[src/one_shot_action_timer_table_defines.svh]
// ----------------------------------------------------------------------------
// One-shot action timer table: assertion macros
// Shared property macros, clocked on i_clk and held off during reset.
// ----------------------------------------------------------------------------
`ifndef ONE_SHOT_ACTION_TIMER_TABLE_DEFINES_SVH
`define ONE_SHOT_ACTION_TIMER_TABLE_DEFINES_SVH

// same-cycle implication
`define OSAT_ASSERT_SAME(label, ante, cons, msg) \
    label: assert property (@(posedge i_clk) disable iff (!i_rst_n) (ante) |-> (cons)) \
        else $error(msg);

// next-cycle implication
`define OSAT_ASSERT_NEXT(label, ante, cons, msg) \
    label: assert property (@(posedge i_clk) disable iff (!i_rst_n) (ante) |=> (cons)) \
        else $error(msg);

`endif

[src/osat_pkg.sv]
`timescale 1ns / 1ps
// ----------------------------------------------------------------------------
// osat_pkg
// Types and fixed constants of the one-shot action timer table.
// ----------------------------------------------------------------------------
package osat_pkg;

    localparam int SEC_W      = 32;
    localparam int MS_W       = 10;
    localparam int EMS_W      = 20;
    localparam int IN_TAG_W   = 8;
    localparam int KIND_W     = 2;
    localparam int SLOT_OUT_W = 4;
    localparam int TAG_OUT_W  = 8;
    localparam int MS_PER_S   = 1000;
    localparam int MAX_FIRE   = 16;
    localparam int FIRE_CNT_W = $clog2(MAX_FIRE + 1);

    // x / 1000 == (x * ceil(2^30 / 1000)) >> 30 for every 20-bit x
    localparam int MS_RECIP       = 1073742;
    localparam int MS_RECIP_W     = 21;
    localparam int MS_RECIP_SHIFT = 30;
    localparam int QUO_W          = EMS_W + MS_RECIP_W - MS_RECIP_SHIFT;

    typedef enum logic [KIND_W-1:0] {
        KIND_SCHED = 2'd0,
        KIND_FULL  = 2'd1,
        KIND_FIRED = 2'd2,
        KIND_NONE  = 2'd3
    } t_kind;

    typedef enum logic {
        CMD_SCHEDULE = 1'b0,
        CMD_TICK     = 1'b1
    } t_cmd;

endpackage

[src/one_shot_action_timer_table.sv]
`timescale 1ns / 1ps
// ----------------------------------------------------------------------------
// one_shot_action_timer_table
// A table of one-shot timers with schedule and tick commands.
// ----------------------------------------------------------------------------
// A command is taken when i_start is high and o_busy is low; o_busy falls at
// the clock edge that puts the last result of that command on the ports.
// Results appear on o_kind/o_slot/o_fired_tag/o_last for one cycle each,
// marked by o_strobe, and cannot be held off. A schedule command splits
// i_extra_ms into seconds and milliseconds with a multiply by the reciprocal
// of 1000 in ST_DIV, whose quotient is registered in r_quo, and a
// back-multiply and subtract in ST_PLACE, which registers the result. A tick
// reads the entry memory through its single read port, one slot per cycle,
// and stops reading early once 16 entries have fired; fired results stream
// out as they are found, the final one carrying o_last. The table is usable
// right after reset.
`include "one_shot_action_timer_table_defines.svh"

module one_shot_action_timer_table
    import osat_pkg::*;
#(
    parameter int NUM_SLOTS = 16,
    parameter int TAG_BITS  = 8
) (
    input  logic                  i_clk,
    input  logic                  i_rst_n,
    input  logic                  i_start,
    output logic                  o_busy,
    input  logic                  i_cmd,
    input  logic [SEC_W-1:0]      i_target_seconds,
    input  logic [EMS_W-1:0]      i_extra_ms,
    input  logic [IN_TAG_W-1:0]   i_action_tag,
    input  logic [SEC_W-1:0]      i_now_seconds,
    input  logic [MS_W-1:0]       i_now_millis,
    output logic                  o_strobe,
    output logic [KIND_W-1:0]     o_kind,
    output logic [SLOT_OUT_W-1:0] o_slot,
    output logic [TAG_OUT_W-1:0]  o_fired_tag,
    output logic                  o_last
);

    localparam int IDX_W      = (NUM_SLOTS > 1) ? $clog2(NUM_SLOTS) : 1;
    localparam int CNT_W      = $clog2(NUM_SLOTS + 1);
    localparam int SLOT_EXT_W = (IDX_W > SLOT_OUT_W) ? IDX_W : SLOT_OUT_W;
    localparam int TAG_EXT_W  = (TAG_BITS > TAG_OUT_W) ? TAG_BITS : TAG_OUT_W;
    localparam int ENTRY_W    = SEC_W + MS_W + TAG_BITS;
    localparam int PROD_W     = EMS_W + MS_RECIP_W;

    typedef enum logic [1:0] {
        ST_IDLE,
        ST_DIV,
        ST_PLACE,
        ST_SCAN
    } t_state;

    t_state                  r_state;
    logic [NUM_SLOTS-1:0]    r_active;
    logic [SEC_W-1:0]        r_tsec;
    logic [EMS_W-1:0]        r_div;
    logic [QUO_W-1:0]        r_quo;
    logic [TAG_BITS-1:0]     r_tag;
    logic [SEC_W+MS_W-1:0]   r_now;
    logic [CNT_W-1:0]        r_idx;
    logic                    r_pipe_vld;
    logic [IDX_W-1:0]        r_cmp_idx;
    logic                    r_pend_vld;
    logic [IDX_W-1:0]        r_pend_idx;
    logic [TAG_BITS-1:0]     r_pend_tag;
    logic [FIRE_CNT_W-1:0]   r_fire_cnt;
    logic                    r_out_vld;
    logic [KIND_W-1:0]       r_out_kind;
    logic [SLOT_OUT_W-1:0]   r_out_slot;
    logic [TAG_OUT_W-1:0]    r_out_tag;
    logic                    r_out_last;

    logic [ENTRY_W-1:0]      r_mem [NUM_SLOTS];
    logic [ENTRY_W-1:0]      r_rd_data;

    // whole seconds of the millisecond offset by reciprocal multiply
    logic [PROD_W-1:0]       div_prod;
    logic [QUO_W-1:0]        n_quo;
    logic [EMS_W-1:0]        quo_ms;
    logic [EMS_W-1:0]        rem_full;
    logic [MS_W-1:0]         place_ms;

    logic [SEC_W:0]          sec_sum;
    logic [SEC_W-1:0]        sec_sat;

    logic                    free_any;
    logic [IDX_W-1:0]        free_idx;
    logic [SLOT_EXT_W-1:0]   free_slot_ext;

    logic [SEC_W-1:0]        rd_sec;
    logic [MS_W-1:0]         rd_ms;
    logic [TAG_BITS-1:0]     rd_tag;
    logic                    cmp_due;
    logic [FIRE_CNT_W-1:0]   fire_total;
    logic                    scan_issue;
    logic                    mem_we;

    logic [SLOT_EXT_W-1:0]   pend_slot_ext;
    logic [TAG_EXT_W-1:0]    pend_tag_ext;

    assign div_prod = PROD_W'(r_div) * PROD_W'(MS_RECIP);
    assign n_quo    = div_prod[PROD_W-1 -: QUO_W];

    // r_quo holds the quotient in the place cycle
    assign quo_ms   = EMS_W'(r_quo) * EMS_W'(MS_PER_S);
    assign rem_full = r_div - quo_ms;
    assign place_ms = rem_full[MS_W-1:0];

    assign sec_sum = {1'b0, r_tsec} + (SEC_W+1)'(r_quo);
    assign sec_sat = sec_sum[SEC_W] ? {SEC_W{1'b1}} : sec_sum[SEC_W-1:0];

    always_comb begin
        free_any = 1'b0;
        free_idx = '0;
        for (int i = NUM_SLOTS - 1; i >= 0; i--) begin
            if (!r_active[i]) begin
                free_any = 1'b1;
                free_idx = IDX_W'(i);
            end
        end
    end

    assign free_slot_ext = SLOT_EXT_W'(free_idx);
    assign pend_slot_ext = SLOT_EXT_W'(r_pend_idx);
    assign pend_tag_ext  = TAG_EXT_W'(r_pend_tag);

    assign rd_sec = r_rd_data[ENTRY_W-1 -: SEC_W];
    assign rd_ms  = r_rd_data[TAG_BITS +: MS_W];
    assign rd_tag = r_rd_data[TAG_BITS-1:0];

    assign cmp_due    = r_pipe_vld && r_active[r_cmp_idx] && (r_now >= {rd_sec, rd_ms});
    assign fire_total = r_fire_cnt + FIRE_CNT_W'(cmp_due);
    // stop reading once the fire budget of this tick is used up
    assign scan_issue = (r_state == ST_SCAN) && (r_idx < CNT_W'(NUM_SLOTS))
                        && (fire_total < FIRE_CNT_W'(MAX_FIRE));
    assign mem_we     = (r_state == ST_PLACE) && free_any;

    always_ff @(posedge i_clk) begin
        if (mem_we) begin
            r_mem[free_idx] <= {sec_sat, place_ms, r_tag};
        end
        if (scan_issue) begin
            r_rd_data <= r_mem[r_idx[IDX_W-1:0]];
        end
    end

    always_ff @(posedge i_clk) begin
        if (!i_rst_n) begin
            r_state    <= ST_IDLE;
            r_active   <= '0;
            r_pipe_vld <= 1'b0;
            r_pend_vld <= 1'b0;
            r_out_vld  <= 1'b0;
        end else begin
            r_out_vld <= 1'b0;
            unique case (r_state)
                ST_IDLE: begin
                    if (i_start) begin
                        if (t_cmd'(i_cmd) == CMD_TICK) begin
                            r_now      <= {i_now_seconds, i_now_millis};
                            r_idx      <= '0;
                            r_fire_cnt <= '0;
                            r_pend_vld <= 1'b0;
                            r_pipe_vld <= 1'b0;
                            r_state    <= ST_SCAN;
                        end else begin
                            r_tsec  <= i_target_seconds;
                            r_div   <= i_extra_ms;
                            r_tag   <= TAG_BITS'(i_action_tag);
                            r_state <= ST_DIV;
                        end
                    end
                end
                ST_DIV: begin
                    r_quo   <= n_quo;
                    r_state <= ST_PLACE;
                end
                ST_PLACE: begin
                    r_out_vld  <= 1'b1;
                    r_out_tag  <= '0;
                    r_out_last <= 1'b1;
                    if (free_any) begin
                        r_active[free_idx] <= 1'b1;
                        r_out_kind         <= KIND_SCHED;
                        r_out_slot         <= free_slot_ext[SLOT_OUT_W-1:0];
                    end else begin
                        r_out_kind <= KIND_FULL;
                        r_out_slot <= '0;
                    end
                    r_state <= ST_IDLE;
                end
                ST_SCAN: begin
                    r_pipe_vld <= scan_issue;
                    if (scan_issue) begin
                        r_cmp_idx <= r_idx[IDX_W-1:0];
                        r_idx     <= r_idx + CNT_W'(1);
                    end
                    if (cmp_due) begin
                        r_active[r_cmp_idx] <= 1'b0;
                        r_fire_cnt          <= fire_total;
                        r_pend_vld          <= 1'b1;
                        r_pend_idx          <= r_cmp_idx;
                        r_pend_tag          <= rd_tag;
                        // a newer fire means the held one is not the last
                        if (r_pend_vld) begin
                            r_out_vld  <= 1'b1;
                            r_out_kind <= KIND_FIRED;
                            r_out_slot <= pend_slot_ext[SLOT_OUT_W-1:0];
                            r_out_tag  <= pend_tag_ext[TAG_OUT_W-1:0];
                            r_out_last <= 1'b0;
                        end
                    end else if (!scan_issue && !r_pipe_vld) begin
                        r_out_vld  <= 1'b1;
                        r_out_last <= 1'b1;
                        if (r_pend_vld) begin
                            r_out_kind <= KIND_FIRED;
                            r_out_slot <= pend_slot_ext[SLOT_OUT_W-1:0];
                            r_out_tag  <= pend_tag_ext[TAG_OUT_W-1:0];
                        end else begin
                            r_out_kind <= KIND_NONE;
                            r_out_slot <= '0;
                            r_out_tag  <= '0;
                        end
                        r_state <= ST_IDLE;
                    end
                end
            endcase
        end
    end

    assign o_busy      = (r_state != ST_IDLE);
    assign o_strobe    = r_out_vld;
    assign o_kind      = r_out_kind;
    assign o_slot      = r_out_slot;
    assign o_fired_tag = r_out_tag;
    assign o_last      = r_out_last;

    `OSAT_ASSERT_SAME(a_single_result_last, r_out_vld && (r_out_kind != KIND_FIRED), r_out_last, "schedule or idle tick result without last")
    `OSAT_ASSERT_SAME(a_strobe_from_busy, r_out_vld, $past(r_state != ST_IDLE), "result shown without a command in progress")
    `OSAT_ASSERT_NEXT(a_transfer_goes_busy, i_start && !o_busy, o_busy, "accepted command did not raise busy")
    `OSAT_ASSERT_SAME(a_fire_budget, r_pipe_vld && (r_state == ST_SCAN), r_fire_cnt < FIRE_CNT_W'(MAX_FIRE), "slot read after fire budget was spent")

endmodule

[config.mk]
export PLATFORM = sky130hd
export DESIGN_NAME = one_shot_action_timer_table
export DESIGN_NICKNAME = d
export VERILOG_FILES = /design/src/osat_pkg.sv /design/src/one_shot_action_timer_table.sv
export VERILOG_INCLUDE_DIRS = /design/src /design/src/src
export SDC_FILE = /design/constraint.sdc
export NUM_CORES = 1
export LEC_CHECK = 0
export ABC_AREA = 0
export ABC_CLOCK_PERIOD_IN_PS = 20000
export BUFFER_PORTS_ARGS = -buffer_cell sky130_fd_sc_hd__buf_2
export CORE_AREA = 2 2 292 410
export DETAILED_ROUTE_END_ITERATION = 8
export DIE_AREA = 0 0 294 412
export HOLD_SLACK_MARGIN = 0.15
export SYNTH_ARGS = -nofsm -noshare
export SYNTH_HDL_FRONTEND = slang
export SYNTH_SLANG_ARGS = --single-unit
export TNS_END_PERCENT = 20
[constraint.sdc]
create_clock -name i_clk -period 20 [get_ports i_clk]
set_input_delay 1 -clock i_clk [delete_from_list [all_inputs] [get_ports i_clk]]
set_output_delay 1 -clock i_clk [all_outputs]
set_load 0.005 [all_outputs]
==> results summary <==
The DRC violation count after routing is 0. The top cell type by total area after synthesis is edfxtp_1. The share of synthesized registers carrying an async set or reset is 0. The number of vias in the routed layout is 22.82k. For this run, the total global-route usage over all layers was measured as 0.1832. TritonCTS built the clock tree.

The area of the die is 121,100 um^2. After detailed placement, the total cell area comes to 48,090 um^2. The antenna cell count is 0. The total negative slack is 0 ns. edfxtp_1 is the most common cell in the netlist. The routed wirelength normalized by instance count is 25.78 um. The quantity of hold-fixing buffers added after cts is 0.

The finished cells cover 51,340 um^2. Among all flip-flop cells after synthesis, the most frequent one is edfxtp_1. The count of endpoints failing hold in the final timing report came to 0. After synthesis, the largest family of logic cells by area is multiplexers. The Yosys warning count is 0. The number of setup violations in the final report came out at 0. The flow ran to the end, and the final reports show no timing, DRC or antenna violations.

The clock period minus final worst setup slack is 6.219 ns. The mean instance size in the synthesized netlist is 18.52 um^2. The I/O pin total is 123.

The highest ir drop seen on vdd came out at 62.31 uV. Once routing completed, OpenROAD measured the worst setup slack at 13.78 ns. Sorting the synthesized cells by area gives the leading types as edfxtp_1 66%, mux4_2 13%, ha_1 6.7%.

The commonest cells after synthesis are 1,004 x edfxtp_1, 265 x inv_1, 253 x mux4_2. The total count of max-transition violations in the final report came to 0. The per-cell via count in the routed design is 5.388.

The portion of synthesized cell area occupied by the leading cell type came out at 0.6628. The TritonCTS buffer count is 100. The final layout net count is 3,081.

The setup path with the least slack is of type flop to flop. The cell area after synthesis came out at 45,480 um^2. Once the clock tree was built, the resizer swapped 0 gates to a different size. For the worst-skew pair, the clock arrives at the later sink with an insertion delay of 0.71 ns. The post-placement setup slack is 13.82 ns. The detailed router finished its first iteration with 1,794 violations.

The x dimension of the die is 294 um. Of the cells placed in the final design, the portion with a size suffix greater than 1 is 0.2169. The fmax came out at 160.8 MHz.

The placement row count came out at 149. When the netlist entered floorplanning its net count stood at 2,895. The simple-gate area share of the yosys netlist came out at 0.02985. The post-CTS clock slew at the launch and capture registers of the worst setup and hold paths is 0.07 ns. The first-pass GRT wire length is 161.2 mm.

Counting the fill cells in the layout gives 10.03k. In this run, synthesis inferred 1,004 flip-flops with an integrated enable. The detailed-router iteration count before antenna repair is 5. Compared with the post-synthesis result, the final layout area differs by 12.87%. The initial antenna violation count is 2. STA classifies the critical path startpoint as a flop. The power density relative to cell area is 96.12 nW/um^2. The register-to-register setup slack came out at 13.78 ns.

The number of routed nets with antenna violations is 0. The area fraction in compound gates after synthesis was 0.02660. Setup repair after global routing left no endpoint under its margin. The path depth of the worst reg2reg path came out at 20. The count of clock tree sinks came out at 1,025. The startpoint of the worst register-to-register path is r_div[2]$_DFFE_PP_. The worst pin sits at a relative slew slack of 0.1765. The H-tree depth came out at 3. The count of mapped cells out of synthesis is 2,456. The residual overflow from global routing is 0. Tracing the worst setup path back leads to its startpoint at r_div[2]$_DFFE_PP_. The count of input and output buffers is 122. The wire-length estimate of the detail-placed layout is 66.51 mm. Synthesis inferred 1,025 register bits.

In this run the critical register-to-register path is captured at r_quo[10]$_DFFE_PP_. On the final layout, the worst clock skew is 0.04608 ns. The sequential element share of the synthesized area came out at 0.6721. Measured along the y axis, the die boundary spans 412 um. In this run the worst setup path terminates at r_quo[10]$_DFFE_PP_. The multiplexer share of the synthesized area is 0.1260.

The via count of the first global-routing pass came out at 24.54k. Synthesis instantiated 68 different standard cells from the library. The final cycle utilization of the critical path came out at 0.3110. STA classifies the critical path endpoint as a flop. The final weighted congestion of routability-driven global placement came out at 0.9029. The buffer levels on the longest clock path is 3. The critical path data arrival time came out at 6.65 ns. The detailed-route wire length came out at 109.2 mm.

Of the total synthesized cell area, the portion taken by XOR and XNOR cells is 0.01078. The pin count of the biggest net entering global routing came out at 149. The adder and majority cell fraction of the synthesized area is 0.1065. The root buffer cell chosen for the clock tree is clkbuf_16.

The count of buffers added by post-CTS timing repair for setup is 0. In this run the static leakage power is 18.10 nW. For the worst setup path, the data required time is 20.43 ns.

The transition time of the tightest slew-check pin came out at 1.226 ns. The final design utilization is 0.4378. For this configuration, the core starts out at a cell density of 0.3879. The min-delay analysis places its worst path in the category flop to flop. The core area came out at 117,300 um^2. The number of violations of the max-capacitance limit is 0. Along the worst path, the maximum fanout reaches 22.
## metrics by stage
| step | hold slack, ns | instances | total power [mW] |
|---|---|---|---|
| 2_1_floorplan | 0.4003 | 2456 | 2.928 |
| 3_3_place_gp | 0.4131 | 4050 | 3.085 |
| 3_5_place_dp | 0.4045 | 4050 | 3.105 |
| 4_1_cts | 0.4078 | 4235 | 4.985 |
| 5_1_grt | 0.4345 | 4235 | 5.135 |
| 6_report | 0.4213 | 4235 | 4.934 |
## how the worst min path moves through the flow
| stage | start | end | slack, ns | cells past startpoint |
|---|---|---|---|---|
| 2_1_floorplan | r_rd_data[0]$_DFFE_PP_ | pend_tag_ext[0]$_DFFE_PP_ | 0.40 | 0 |
| 3_3_place_gp | r_rd_data[4]$_DFFE_PP_ | pend_tag_ext[4]$_DFFE_PP_ | 0.41 | 0 |
| 3_5_place_dp | r_rd_data[4]$_DFFE_PP_ | pend_tag_ext[4]$_DFFE_PP_ | 0.40 | 0 |
| 4_1_cts | i_extra_ms[15] | r_div[15]$_DFFE_PP_ | 0.41 | 1 |
| 5_1_grt | i_extra_ms[18] | r_div[18]$_DFFE_PP_ | 0.43 | 1 |
| 6_report | r_rd_data[4]$_DFFE_PP_ | pend_tag_ext[4]$_DFFE_PP_ | 0.42 | 0 |
## where the power goes
part	internal, mW	switching, mW	leakage (nW)	total [mW]
clock network	1.05	0.824	1.56	1.87
logic	0.222	0.350	7.32	0.571
registers	2.47	0.0187	9.22	2.49
total	3.74	1.19	18.1	4.93
## layout make-up
cell class	count	area, um^2	share of cell area
Inverter	266	998.5	0.01945
Timing Repair Buffer	157	898.4	0.01750
Clock inverter	64	633.1	0.01233
Multi-Input combinational cell	1092	13750	0.2678
Tap cell	1510	1889	0.03680
Clock buffer	121	2603	0.05069
Sequential cell	1025	30570	0.5955
## logic make-up after synthesis
logic type	after synthesis
AND/OR/NAND/NOR	270
buffers and inverters	339
multiplexers	256
XOR/XNOR	56
adder cells (fa/ha/maj)	333
AO/OA/AOI/OAI	177
flip-flops	1025
## flip-flops by register name, summed over array words and instances (netlist names), 4 cells and up
name,cells
r_div,20
o_fired_tag,8
r_tsec,32
r_quo,11
r_fire_cnt,5
r_rd_data,50
r_now,42
pend_slot_ext,4
r_active,16
r_idx,5
o_slot,4
r_cmp_idx,4
r_mem,800
r_tag,8
pend_tag_ext,8
## per-layer routing
| metal | part of all wire | track usage |
|---|---|---|
| met5 | 0.00019 | 0 |
| met1 | 0.40 | 0.2281 |
| met2 | 0.53 | 0.3286 |
| met3 | 0.049 | 0.02700 |
| met4 | 0.024 | 0.05568 |
## worst max-delay path: stages (launching register included)
cell and delay [ns]:
edfxtp_1 0.70, ha_1 0.43, ha_1 0.16, inv_1 0.06, fa_1 0.44, fa_1 0.49
inv_1 0.05, fa_1 0.46, fa_1 0.55, inv_1 0.06, fa_1 0.49, inv_1 0.05
ha_1 0.31, a21oi_1 0.17, a21boi_0 0.12, o31ai_1 0.30, nand3_1 0.12, a31o_2 0.28
a32oi_1 0.33, a21oi_1 0.15, and2_1 0.19
## cell usage in the layout, fill, tap and decap left out, types with 11 or more instances in the layout
cell type / netlist / routed
nand2b_1: 12 / 12
nor2_4: 0 / 11
and3_1: 13 / 13
ha_1: 243 / 243
xnor2_1: 40 / 39
clkinv_2: 0 / 12
nand3_1: 29 / 29
and2_1: 18 / 15
mux4_2: 253 / 253
nand4_1: 19 / 19
buf_4: 2 / 33
edfxtp_1: 1004 / 1004
fa_1: 90 / 90
dfxtp_1: 21 / 21
a21o_1: 22 / 22
clkbuf_1: 43 / 20
nor2b_1: 12 / 12
nor2_1: 45 / 34
buf_2: 3 / 122
nor3_1: 21 / 19
a21oi_1: 43 / 43
clkinv_1: 0 / 20
inv_1: 265 / 263
clkbuf_16: 0 / 101
xor2_1: 16 / 16
nand2_1: 72 / 71
o21ai_0: 26 / 26
Note: power is estimated with default switching activity, not from simulation.
